==> config.mk <==
export PLATFORM = sky130hd
export DESIGN_NAME = x86_64_prefix_modrm_decoder
export DESIGN_NICKNAME = d
export VERILOG_FILES = /design/src/hdl/xmd_pkg.sv /design/src/hdl/xmd_regfile.sv /design/src/hdl/x86_64_prefix_modrm_decoder.sv
export SDC_FILE = /design/constraint.sdc
export NUM_CORES = 2
export LEC_CHECK = 0
export BUFFER_PORTS_ARGS = -buffer_cell sky130_fd_sc_hd__clkbuf_2
export CELL_PAD_IN_SITES_DETAIL_PLACEMENT = 0
export CELL_PAD_IN_SITES_GLOBAL_PLACEMENT = 1
export CORE_MARGIN = 5
export CORE_UTILIZATION = 52
export DETAILED_ROUTE_END_ITERATION = 16
export PLACE_DENSITY_LB_ADDON = 0.1
export SETUP_SLACK_MARGIN = 0.3
export SLEW_MARGIN = 20
export SYNTH_ARGS = -nofsm -noshare
export SYNTH_HDL_FRONTEND = slang
export SYNTH_SLANG_ARGS = --single-unit
export TNS_END_PERCENT = 30
==> constraint.sdc <==
create_clock -name clk -period 18.5 [get_ports clk]
set_input_delay 3.7 -clock clk [delete_from_list [all_inputs] [get_ports clk]]
set_output_delay 3.7 -clock clk [all_outputs]
set_load 0.01 [all_outputs]
==> src/hdl/xmd_pkg.sv <==
// xmd_pkg: shared types and constants for the x86-64 prefix / ModRM decoder.
// Used by the top level and the assertion checker; depends on nothing.
package xmd_pkg;

  localparam int WIN_MAX   = 15;
  localparam int PTR_W     = 5;
  localparam int RIP_OFS_W = 6;

  localparam logic KIND_WRITE  = 1'b0;
  localparam logic KIND_DECODE = 1'b1;

  localparam logic [7:0] PFX_OPSIZE   = 8'h66;
  localparam logic [7:0] PFX_ADDRSIZE = 8'h67;
  localparam logic [7:0] PFX_FS       = 8'h64;
  localparam logic [7:0] PFX_GS       = 8'h65;
  localparam logic [7:0] PFX_ES       = 8'h26;
  localparam logic [7:0] PFX_CS       = 8'h2E;
  localparam logic [7:0] PFX_SS       = 8'h36;
  localparam logic [7:0] PFX_DS       = 8'h3E;
  localparam logic [7:0] PFX_LOCK     = 8'hF0;
  localparam logic [7:0] PFX_REPNE    = 8'hF2;
  localparam logic [7:0] PFX_REP      = 8'hF3;
  localparam logic [3:0] REX_HI       = 4'h4;

  localparam logic [1:0] SEG_NONE = 2'd0;
  localparam logic [1:0] SEG_FS   = 2'd1;
  localparam logic [1:0] SEG_GS   = 2'd2;
  localparam logic [1:0] REP_NONE = 2'd0;
  localparam logic [1:0] REP_F2   = 2'd1;
  localparam logic [1:0] REP_F3   = 2'd2;

  localparam logic [1:0] MOD_NODISP = 2'd0;
  localparam logic [1:0] MOD_DISP8  = 2'd1;
  localparam logic [1:0] MOD_DISP32 = 2'd2;
  localparam logic [1:0] MOD_REG    = 2'd3;
  localparam logic [2:0] RM_SIB     = 3'd4;
  localparam logic [2:0] RM_RIP     = 3'd5;
  localparam logic [2:0] SIB_NOIDX  = 3'd4;
  localparam logic [2:0] SIB_NOBASE = 3'd5;

  localparam logic [2:0] DISP_NONE = 3'd0;
  localparam logic [2:0] DISP_BYTE = 3'd1;
  localparam logic [2:0] DISP_WORD = 3'd4;

  localparam logic [63:0] ADDR32_MASK = 64'h0000_0000_FFFF_FFFF;

  typedef enum logic [3:0] {
    ST_IDLE,
    ST_SCAN,
    ST_MODRM,
    ST_SIB,
    ST_RIPA,
    ST_RIPB,
    ST_RDB,
    ST_ADDB,
    ST_RDI,
    ST_ADDI,
    ST_DISP,
    ST_ADDD,
    ST_DONE
  } state_t;

endpackage

==> src/hdl/xmd_regfile.sv <==
// xmd_regfile: general register file, one write port, one registered read port.
// Per-entry valid bits give the all-zero reset; no package dependency.
module xmd_regfile #(
  parameter int WIDTH = 64,
  parameter int DEPTH = 16
) (
  input  logic                     clk,
  input  logic                     rst,
  input  logic                     wr_en,
  input  logic [$clog2(DEPTH)-1:0] wr_addr,
  input  logic [WIDTH-1:0]         wr_data,
  input  logic [$clog2(DEPTH)-1:0] rd_addr,
  output logic [WIDTH-1:0]         rd_data
);

  logic [WIDTH-1:0] mem [DEPTH];
  logic [DEPTH-1:0] valid;

  always_ff @(posedge clk) begin
    if (rst) begin
      valid <= '0;
    end else if (wr_en) begin
      valid[wr_addr] <= 1'b1;
    end
  end

  always_ff @(posedge clk) begin
    if (wr_en) begin
      mem[wr_addr] <= wr_data;
    end
    rd_data <= valid[rd_addr] ? mem[rd_addr] : '0;
  end

endmodule

==> src/hdl/x86_64_prefix_modrm_decoder.sv <==
// x86_64_prefix_modrm_decoder: prefix scan and ModRM/SIB effective address decode.
// Depends on xmd_pkg and xmd_regfile.
//
//  channel   handshake        payload
//  input     start / busy     kind, reg_number, reg_value, instr_addr, bytes_lo,
//                             bytes_hi, opcode_len, trailing_imm
//  result    done (1 cycle)   prefix_len ... modrm_len
//
// A register write is accepted while idle and busy stays low. A decode walks the window
// one byte a cycle through a single byte mux and sums the address on one 64-bit
// adder: it scans the legacy prefixes, reads ModRM, then SIB or the RIP-relative terms,
// reads and adds the base and index registers, gathers and adds the displacement
// bytes and raises the strobe. Reset is synchronous and clears the register
// file valid bits and the sequencer. Results cannot be stalled.
module x86_64_prefix_modrm_decoder #(
  parameter int WINDOW_BYTES = 15,
  parameter int REG_COUNT    = 16
) (
  input  logic                         clk,
  input  logic                         rst,
  input  logic                         start,
  output logic                         busy,
  input  logic                         kind,
  input  logic [$clog2(REG_COUNT)-1:0] reg_number,
  input  logic [63:0]                  reg_value,
  input  logic [63:0]                  instr_addr,
  input  logic [63:0]                  bytes_lo,
  input  logic [55:0]                  bytes_hi,
  input  logic [1:0]                   opcode_len,
  input  logic [3:0]                   trailing_imm,
  output logic                         done,
  output logic [3:0]                   prefix_len,
  output logic [6:0]                   rex_byte,
  output logic                         opsize16,
  output logic                         addrsize32,
  output logic [1:0]                   segment,
  output logic [1:0]                   repeat_prefix,
  output logic [3:0]                   reg_field,
  output logic [3:0]                   rm_index,
  output logic                         operand_is_reg,
  output logic                         rip_relative,
  output logic [63:0]                  eff_addr,
  output logic [2:0]                   modrm_len
);

  localparam int RF_AW = $clog2(REG_COUNT);
  localparam int PW    = xmd_pkg::PTR_W;
  localparam int OW    = xmd_pkg::RIP_OFS_W;

  xmd_pkg::state_t state, state_next;

  logic [7:0]       win [xmd_pkg::WIN_MAX];
  logic [119:0]     in_win;
  logic [PW-1:0]    ptr, ptr_next;
  logic [3:0]       off, off_next;
  logic [6:0]       rex, rex_next;
  logic             osz, osz_next, asz, asz_next;
  logic [1:0]       seg, seg_next, rep, rep_next;
  logic [7:0]       modrm, modrm_next;
  logic [RF_AW-1:0] base_num, base_num_next, idx_num, idx_num_next;
  logic             need_idx, need_idx_next;
  logic [1:0]       scale, scale_next;
  logic [2:0]       disp_left, disp_left_next;
  logic [1:0]       disp_idx, disp_idx_next;
  logic             disp8, disp8_next;
  logic [31:0]      disp, disp_next;
  logic [2:0]       len, len_next;
  logic [OW-1:0]    rip_ofs, rip_ofs_next;
  logic [63:0]      iaddr, acc, acc_next;
  logic [1:0]       opc_len;
  logic [3:0]       trail;

  logic [7:0]       cur_byte;
  logic             scan_end, pfx_hit, rex_hit;
  logic [PW-1:0]    ptr_end;
  logic [1:0]       mod_c, reg_mod;
  logic [2:0]       rm_c;
  logic             sib_need_base, sib_need_idx, sib_no_base;
  logic [2:0]       sib_disp;
  logic [63:0]      opnd, rf_data, disp_ext;
  logic [RF_AW-1:0] rf_rd_addr;
  logic             rf_wr_en;

  assign in_win   = {bytes_hi, bytes_lo};
  assign cur_byte = (ptr < PW'(xmd_pkg::WIN_MAX)) ? win[ptr[3:0]] : 8'h00;
  assign scan_end = (ptr == PW'(WINDOW_BYTES));
  assign mod_c    = cur_byte[7:6];
  assign rm_c     = cur_byte[2:0];
  assign reg_mod  = modrm[7:6];

  always_comb begin
    pfx_hit = 1'b1;
    case (cur_byte)
      xmd_pkg::PFX_OPSIZE, xmd_pkg::PFX_ADDRSIZE, xmd_pkg::PFX_FS, xmd_pkg::PFX_GS,
      xmd_pkg::PFX_ES, xmd_pkg::PFX_CS, xmd_pkg::PFX_SS, xmd_pkg::PFX_DS,
      xmd_pkg::PFX_LOCK, xmd_pkg::PFX_REPNE, xmd_pkg::PFX_REP: pfx_hit = 1'b1;
      default: pfx_hit = 1'b0;
    endcase
  end

  assign rex_hit = !pfx_hit && (cur_byte[7:4] == xmd_pkg::REX_HI);
  assign ptr_end = rex_hit ? ptr + PW'(1) : ptr;

  assign sib_no_base   = (cur_byte[2:0] == xmd_pkg::SIB_NOBASE) &&
                         (reg_mod == xmd_pkg::MOD_NODISP);
  assign sib_need_base = !sib_no_base;
  assign sib_need_idx  = !((cur_byte[5:3] == xmd_pkg::SIB_NOIDX) && !rex[1]);
  assign sib_disp      = (reg_mod == xmd_pkg::MOD_DISP8) ? xmd_pkg::DISP_BYTE :
                         ((reg_mod == xmd_pkg::MOD_DISP32) || sib_no_base) ?
                         xmd_pkg::DISP_WORD : xmd_pkg::DISP_NONE;

  assign disp_ext = disp8 ? {{56{disp[7]}}, disp[7:0]} : {{32{disp[31]}}, disp};

  // shared address adder operand
  always_comb begin
    case (state)
      xmd_pkg::ST_RIPA: opnd = iaddr;
      xmd_pkg::ST_RIPB: opnd = 64'(rip_ofs);
      xmd_pkg::ST_ADDB: opnd = rf_data;
      xmd_pkg::ST_ADDI: opnd = rf_data << scale;
      xmd_pkg::ST_ADDD: opnd = disp_ext;
      default:          opnd = '0;
    endcase
  end

  assign rf_wr_en   = (state == xmd_pkg::ST_IDLE) && start && (kind == xmd_pkg::KIND_WRITE);
  assign rf_rd_addr = (state == xmd_pkg::ST_RDI) ? idx_num : base_num;

  xmd_regfile #(
    .WIDTH(64),
    .DEPTH(REG_COUNT)
  ) u_rf (
    .clk    (clk),
    .rst    (rst),
    .wr_en  (rf_wr_en),
    .wr_addr(reg_number),
    .wr_data(reg_value),
    .rd_addr(rf_rd_addr),
    .rd_data(rf_data)
  );

  // next state
  always_comb begin
    state_next = state;
    case (state)
      xmd_pkg::ST_IDLE: begin
        if (start && (kind == xmd_pkg::KIND_DECODE)) state_next = xmd_pkg::ST_SCAN;
      end
      xmd_pkg::ST_SCAN: begin
        if (scan_end || !pfx_hit) state_next = xmd_pkg::ST_MODRM;
      end
      xmd_pkg::ST_MODRM: begin
        if (mod_c == xmd_pkg::MOD_REG) begin
          state_next = xmd_pkg::ST_DONE;
        end else if ((mod_c == xmd_pkg::MOD_NODISP) && (rm_c == xmd_pkg::RM_RIP)) begin
          state_next = xmd_pkg::ST_RIPA;
        end else if (rm_c == xmd_pkg::RM_SIB) begin
          state_next = xmd_pkg::ST_SIB;
        end else begin
          state_next = xmd_pkg::ST_RDB;
        end
      end
      xmd_pkg::ST_SIB: begin
        if (sib_need_base) state_next = xmd_pkg::ST_RDB;
        else if (sib_need_idx) state_next = xmd_pkg::ST_RDI;
        else state_next = xmd_pkg::ST_DISP;
      end
      xmd_pkg::ST_RIPA: state_next = xmd_pkg::ST_RIPB;
      xmd_pkg::ST_RIPB: state_next = xmd_pkg::ST_DISP;
      xmd_pkg::ST_RDB:  state_next = xmd_pkg::ST_ADDB;
      xmd_pkg::ST_ADDB: begin
        if (need_idx) state_next = xmd_pkg::ST_RDI;
        else if (disp_left != xmd_pkg::DISP_NONE) state_next = xmd_pkg::ST_DISP;
        else state_next = xmd_pkg::ST_DONE;
      end
      xmd_pkg::ST_RDI:  state_next = xmd_pkg::ST_ADDI;
      xmd_pkg::ST_ADDI: begin
        if (disp_left != xmd_pkg::DISP_NONE) state_next = xmd_pkg::ST_DISP;
        else state_next = xmd_pkg::ST_DONE;
      end
      xmd_pkg::ST_DISP: begin
        if (disp_left == 3'd1) state_next = xmd_pkg::ST_ADDD;
      end
      xmd_pkg::ST_ADDD: state_next = xmd_pkg::ST_DONE;
      xmd_pkg::ST_DONE: state_next = xmd_pkg::ST_IDLE;
      default:          state_next = xmd_pkg::ST_IDLE;
    endcase
  end

  // datapath next values
  always_comb begin
    ptr_next       = ptr;
    off_next       = off;
    rex_next       = rex;
    osz_next       = osz;
    asz_next       = asz;
    seg_next       = seg;
    rep_next       = rep;
    modrm_next     = modrm;
    base_num_next  = base_num;
    idx_num_next   = idx_num;
    need_idx_next  = need_idx;
    scale_next     = scale;
    disp_left_next = disp_left;
    disp_idx_next  = disp_idx;
    disp8_next     = disp8;
    disp_next      = disp;
    len_next       = len;
    rip_ofs_next   = rip_ofs;
    acc_next       = acc + opnd;
    case (state)
      xmd_pkg::ST_IDLE: begin
        ptr_next = '0;
        rex_next = '0;
        osz_next = 1'b0;
        asz_next = 1'b0;
        seg_next = xmd_pkg::SEG_NONE;
        rep_next = xmd_pkg::REP_NONE;
        acc_next = '0;
      end
      xmd_pkg::ST_SCAN: begin
        if (scan_end || !pfx_hit) begin
          if (!scan_end && rex_hit) rex_next = cur_byte[6:0];
          off_next = ptr_end[3:0];
          ptr_next = ptr_end + PW'(opc_len);
        end else begin
          ptr_next = ptr + PW'(1);
          case (cur_byte)
            xmd_pkg::PFX_OPSIZE:   osz_next = 1'b1;
            xmd_pkg::PFX_ADDRSIZE: asz_next = 1'b1;
            xmd_pkg::PFX_FS:       seg_next = xmd_pkg::SEG_FS;
            xmd_pkg::PFX_GS:       seg_next = xmd_pkg::SEG_GS;
            xmd_pkg::PFX_REPNE:    rep_next = xmd_pkg::REP_F2;
            xmd_pkg::PFX_REP:      rep_next = xmd_pkg::REP_F3;
            default:               ;
          endcase
        end
      end
      xmd_pkg::ST_MODRM: begin
        modrm_next    = cur_byte;
        ptr_next      = ptr + PW'(1);
        len_next      = 3'd1;
        disp_idx_next = '0;
        disp_next     = '0;
        rip_ofs_next  = OW'(ptr) + OW'(5) + OW'(trail);
        base_num_next = RF_AW'({rex[0], rm_c});
        need_idx_next = 1'b0;
        if ((mod_c == xmd_pkg::MOD_NODISP) && (rm_c == xmd_pkg::RM_RIP)) begin
          disp_left_next = xmd_pkg::DISP_WORD;
        end else if (mod_c == xmd_pkg::MOD_DISP8) begin
          disp_left_next = xmd_pkg::DISP_BYTE;
        end else if (mod_c == xmd_pkg::MOD_DISP32) begin
          disp_left_next = xmd_pkg::DISP_WORD;
        end else begin
          disp_left_next = xmd_pkg::DISP_NONE;
        end
        disp8_next = (mod_c == xmd_pkg::MOD_DISP8);
      end
      xmd_pkg::ST_SIB: begin
        ptr_next       = ptr + PW'(1);
        len_next       = 3'd2;
        base_num_next  = RF_AW'({rex[0], cur_byte[2:0]});
        idx_num_next   = RF_AW'({rex[1], cur_byte[5:3]});
        need_idx_next  = sib_need_idx;
        scale_next     = cur_byte[7:6];
        disp_left_next = sib_disp;
        disp8_next     = (sib_disp == xmd_pkg::DISP_BYTE);
      end
      xmd_pkg::ST_DISP: begin
        disp_next[disp_idx*8 +: 8] = cur_byte;
        disp_idx_next  = disp_idx + 2'd1;
        disp_left_next = disp_left - 3'd1;
        ptr_next       = ptr + PW'(1);
        len_next       = len + 3'd1;
      end
      default: ;
    endcase
  end

  always_ff @(posedge clk) begin
    if (rst) begin
      state <= xmd_pkg::ST_IDLE;
    end else begin
      state <= state_next;
    end
  end

  always_ff @(posedge clk) begin
    if ((state == xmd_pkg::ST_IDLE) && start) begin
      iaddr   <= instr_addr;
      opc_len <= opcode_len;
      trail   <= trailing_imm;
      for (int i = 0; i < xmd_pkg::WIN_MAX; i++) begin
        win[i] <= (i < WINDOW_BYTES) ? in_win[i*8 +: 8] : 8'h00;
      end
    end
    ptr       <= ptr_next;
    off       <= off_next;
    rex       <= rex_next;
    osz       <= osz_next;
    asz       <= asz_next;
    seg       <= seg_next;
    rep       <= rep_next;
    modrm     <= modrm_next;
    base_num  <= base_num_next;
    idx_num   <= idx_num_next;
    need_idx  <= need_idx_next;
    scale     <= scale_next;
    disp_left <= disp_left_next;
    disp_idx  <= disp_idx_next;
    disp8     <= disp8_next;
    disp      <= disp_next;
    len       <= len_next;
    rip_ofs   <= rip_ofs_next;
    acc       <= acc_next;
  end

  // outputs
  always_comb begin
    busy           = (state != xmd_pkg::ST_IDLE);
    done           = (state == xmd_pkg::ST_DONE);
    prefix_len     = off;
    rex_byte       = rex;
    opsize16       = osz;
    addrsize32     = asz;
    segment        = seg;
    repeat_prefix  = rep;
    reg_field      = {rex[2], modrm[5:3]};
    operand_is_reg = (reg_mod == xmd_pkg::MOD_REG);
    rip_relative   = (reg_mod == xmd_pkg::MOD_NODISP) && (modrm[2:0] == xmd_pkg::RM_RIP);
    rm_index       = operand_is_reg ? {rex[0], modrm[2:0]} : 4'd0;
    eff_addr       = (asz && !rip_relative) ? (acc & xmd_pkg::ADDR32_MASK) : acc;
    modrm_len      = len;
  end

endmodule

==> reports/results.tsv <==
stage	metric	value	unit
outcome	status	completed	
cts	post_cts_buffers	0	
global_routing	grt_pass1_wl	232	mm
power_and_ir_drop	intPower	6.67	mW
cts	cts_tree	built	
power_and_ir_drop	p_comb_share	25.0	%
synthesis	syn_inst	3658	
critical_path	rr_worst_depth	16	
synthesis	seq_area_frac_synth	69.2	%
detailed_routing	post_drt_wl_per_cell	27.7	microns
timing	maxSlewViolCount	0	
synthesis	synth_top_flop_cell	edfxtp_1	
cts	cts_buffers	152	
cts	cts_max_level	4	
layout	final_cells	5651	
critical_path	reg2reg_setup_slack	12450	ps
power_and_ir_drop	seqPwrFrac	44.1	%
detailed_routing	via_per_inst	6.07	
synthesis	synth_area	60900	sq um
synthesis	ys_seq_elements	1454	
power_and_ir_drop	power.leakage	23.9	nW
power_and_ir_drop	switching_share	31.4	%
cts	hold_buffers	0	
timing	fin_crit	6520	ps
floorplan	core-area	116000	sq um
timing	hold_ws	470	ps
job	maxCapViolations	0	
placement	portBuffers	357	
synthesis	syn_nets	4006	
layout	nNetsFinal	4345	
critical_path	endpoint	u_rf.mem[1][12]	
synthesis	synth_cell_type_count	83	
detailed_routing	drt_wl_total	157	mm
critical_path	reg2reg_to	acc[63]	
timing	setup_tns	0	ps
synthesis	syn_avg_cell_area	16.7	sq um
cts	ctsLongestPathBuffers	3	
global_routing	overflow	0	
floorplan	die_area	124000	sq um
floorplan	core.rowCount	125	
global_routing	antenna_found_initial	12	
timing	tightest_slew	1180	ps
critical_path	cp-end-kind	flop	
cts	cts_resized	0	
placement	placed_cells	5365	
power_and_ir_drop	finalPower	9.71	mW
global_routing	grt_pass1_vias	34300	
timing	final-setup-viol-count	0	
global_routing	grt_usage	25.1	%
cts	clk_pin_slew	60	ps
critical_path	r2r_start	state[0]	
detailed_routing	drc	0	
cts	insertion_delay	760	ps
critical_path	path_max_fanout	63	
global_routing	grt_start_max_net_pins	146	
critical_path	startpoint	start	
layout	stdcell_area	69300	sq um
min_path	worstHoldPathCells	2	
placement	place_congestion	0.878	
layout	area_delta_synth_final	13.7	%
timing	hold_viol	0	
critical_path	path_class	in -> reg	
critical_path	start_kind	input port	
timing	skew	31.2	ps
floorplan	io_pins	358	
placement	placedInstanceArea	64300	sq um
power_and_ir_drop	ir_drop	121	uV
min_path	hp-class	reg -> reg	
power_and_ir_drop	power.density	140	nW/um^2
floorplan	start_util	52.4	%
synthesis	synth_edf_count	1302	
timing	post-route-period-util	35.3	%
critical_path	crit_required	18870	ps
placement	place_hpwl	102	mm
power_and_ir_drop	switching_power	3.05	mW
cts	cts-root-buf	clkbuf_16	
timing	fmax	153	MHz
power_and_ir_drop	p_clk_share	30.9	%
detailed_routing	firstDrtPassIters	5	
critical_path	crit_arrival	6890	ps
detailed_routing	ant_nets	0	
synthesis	async_flop_share	0	%
detailed_routing	vias	34300	
floorplan	chipHeight	352	microns
detailed_routing	drtIter0Drc	3432	
timing	max_slew_margin	20.7	%
timing	rsz0062_at_grt	false	
cts	numClockSinks	1454	
layout	drive_above_1_share	25.0	%
synthesis	yosys_warnings	0	
floorplan	die_w	352	microns
## power groups by stage
stage | Clock [mW] | Sequential (mW) | Combinational (mW)
global placement | 0 | 4.35 | 2.44
global route | 3.21 | 4.31 | 2.64
detailed placement | 0 | 4.35 | 2.45
CTS | 3.06 | 4.28 | 2.46
floorplan | 0 | 4.19 | 1.76
finish | 3.00 | 4.29 | 2.43
## registers in the layout, summed over array words and instances (netlist names), 3 cells and up, named ones only
| name | count |
|---|---|
| state | 4 |
| u_rf.mem | 1024 |
| iaddr | 64 |
| ptr | 5 |
| acc | 64 |
| win | 120 |
| prefix_len | 4 |
| modrm | 8 |
| disp_left | 3 |
| disp | 32 |
| modrm_len | 3 |
| base_num | 4 |
| idx_num | 4 |
| rex_byte | 7 |
| trail | 4 |
| u_rf.rd_data | 64 |
| rip_ofs | 6 |
| u_rf.valid | 16 |
## cells by family after synthesis
group / Yosys count / share of synthesized area, %
xor+xnor: 60 / 0.863
fa+ha+maj: 86 / 1.80
compound gates: 634 / 6.93
buf+inv: 295 / 2.22
flops: 1454 / 69.2
mux: 448 / 13.4
simple gates: 681 / 5.57
## synth_stat cells, drive strengths merged, types with 39 or more instances
| cell type | number | area share (%) |
|---|---|---|
| dfxtp | 152 | 5.0 |
| nor2b | 162 | 1.7 |
| nand2 | 123 | 0.76 |
| o21ai | 86 | 0.73 |
| buf | 91 | 0.96 |
| nand3 | 57 | 0.47 |
| ha | 83 | 1.7 |
| mux4 | 290 | 11 |
| nor2 | 210 | 1.3 |
| a22oi | 65 | 0.80 |
| clkbuf | 150 | 0.92 |
| o211ai | 64 | 0.79 |
| a21oi | 166 | 1.4 |
| mux2 | 41 | 0.76 |
| inv | 51 | 0.31 |
| a211oi | 134 | 1.7 |
| edfxtp | 1302 | 64 |
| xnor2 | 39 | 0.56 |
| mux2i | 117 | 1.9 |
## critical path: stages
cell and delay, ps:
clkbuf_2 90, and2_4 720, nand2b_1 350, or3_1 550, nor2_4 690, buf_4 680
## area by class of cell
cell class              instances  area, sq um
well taps                    1524         1910
flip-flops and latches       1454        42100
repair buffers                426         2450
multi-input cells            1909        17600
fillers                      8788        46900
clock buffers                 199         4140
inverters                      54          203
diodes                          2         5.00
clock inverters                83          788
## metrics by stage
stage	worst slack (ps)	util (%)
global route	11810	59.6
CTS	11940	59.6
floorplan	4420	-
finish	11980	59.6
detailed placement	11130	55.3
global placement	11110	55.2
## layer usage
metal / vias to the layer above / GRT usage [%] / part of all wire (%)
li1: 15200 / - / -
met1: 17700 / 36.7 / 43
met2: 1171 / 40.0 / 48
met3: 204 / 4.25 / 6.6
met4: 0 / 5.82 / 2.1
met5: - / 0 / 0
## worst min-delay path by stage
stage	slack (ps)	to	from
6_report	470	u_rf.valid[12]	u_rf.valid[12]
3_5_place_dp	460	u_rf.valid[12]	u_rf.valid[12]
3_3_place_gp	460	u_rf.valid[8]	u_rf.valid[8]
5_1_grt	500	u_rf.valid[10]	u_rf.valid[10]
4_1_cts	470	u_rf.valid[12]	u_rf.valid[12]
2_1_floorplan	430	u_rf.valid[14]	u_rf.valid[14]
## cell usage in the layout, fill, tap and decap left out, types with 20 or more instances in the layout
| master | count |
|---|---|
| nor2b_1 | 161 |
| mux4_2 | 289 |
| buf_4 | 59 |
| a211oi_1 | 133 |
| nand3_1 | 56 |
| nand2_1 | 123 |
| mux2_2 | 40 |
| clkbuf_16 | 155 |
| clkbuf_2 | 357 |
| clkinv_2 | 22 |
| a22oi_1 | 65 |
| clkinv_1 | 33 |
| inv_1 | 50 |
| o211ai_1 | 64 |
| xnor2_1 | 39 |
| edfxtp_1 | 1302 |
| clkbuf_1 | 34 |
| xor2_1 | 21 |
| a21o_1 | 30 |
| ha_1 | 83 |
| nand2b_1 | 20 |
| mux2i_1 | 112 |
| nor2_1 | 196 |
| dfxtp_1 | 151 |
| a21oi_1 | 166 |
| o21ai_0 | 82 |
(Power assumes the default switching activity.)
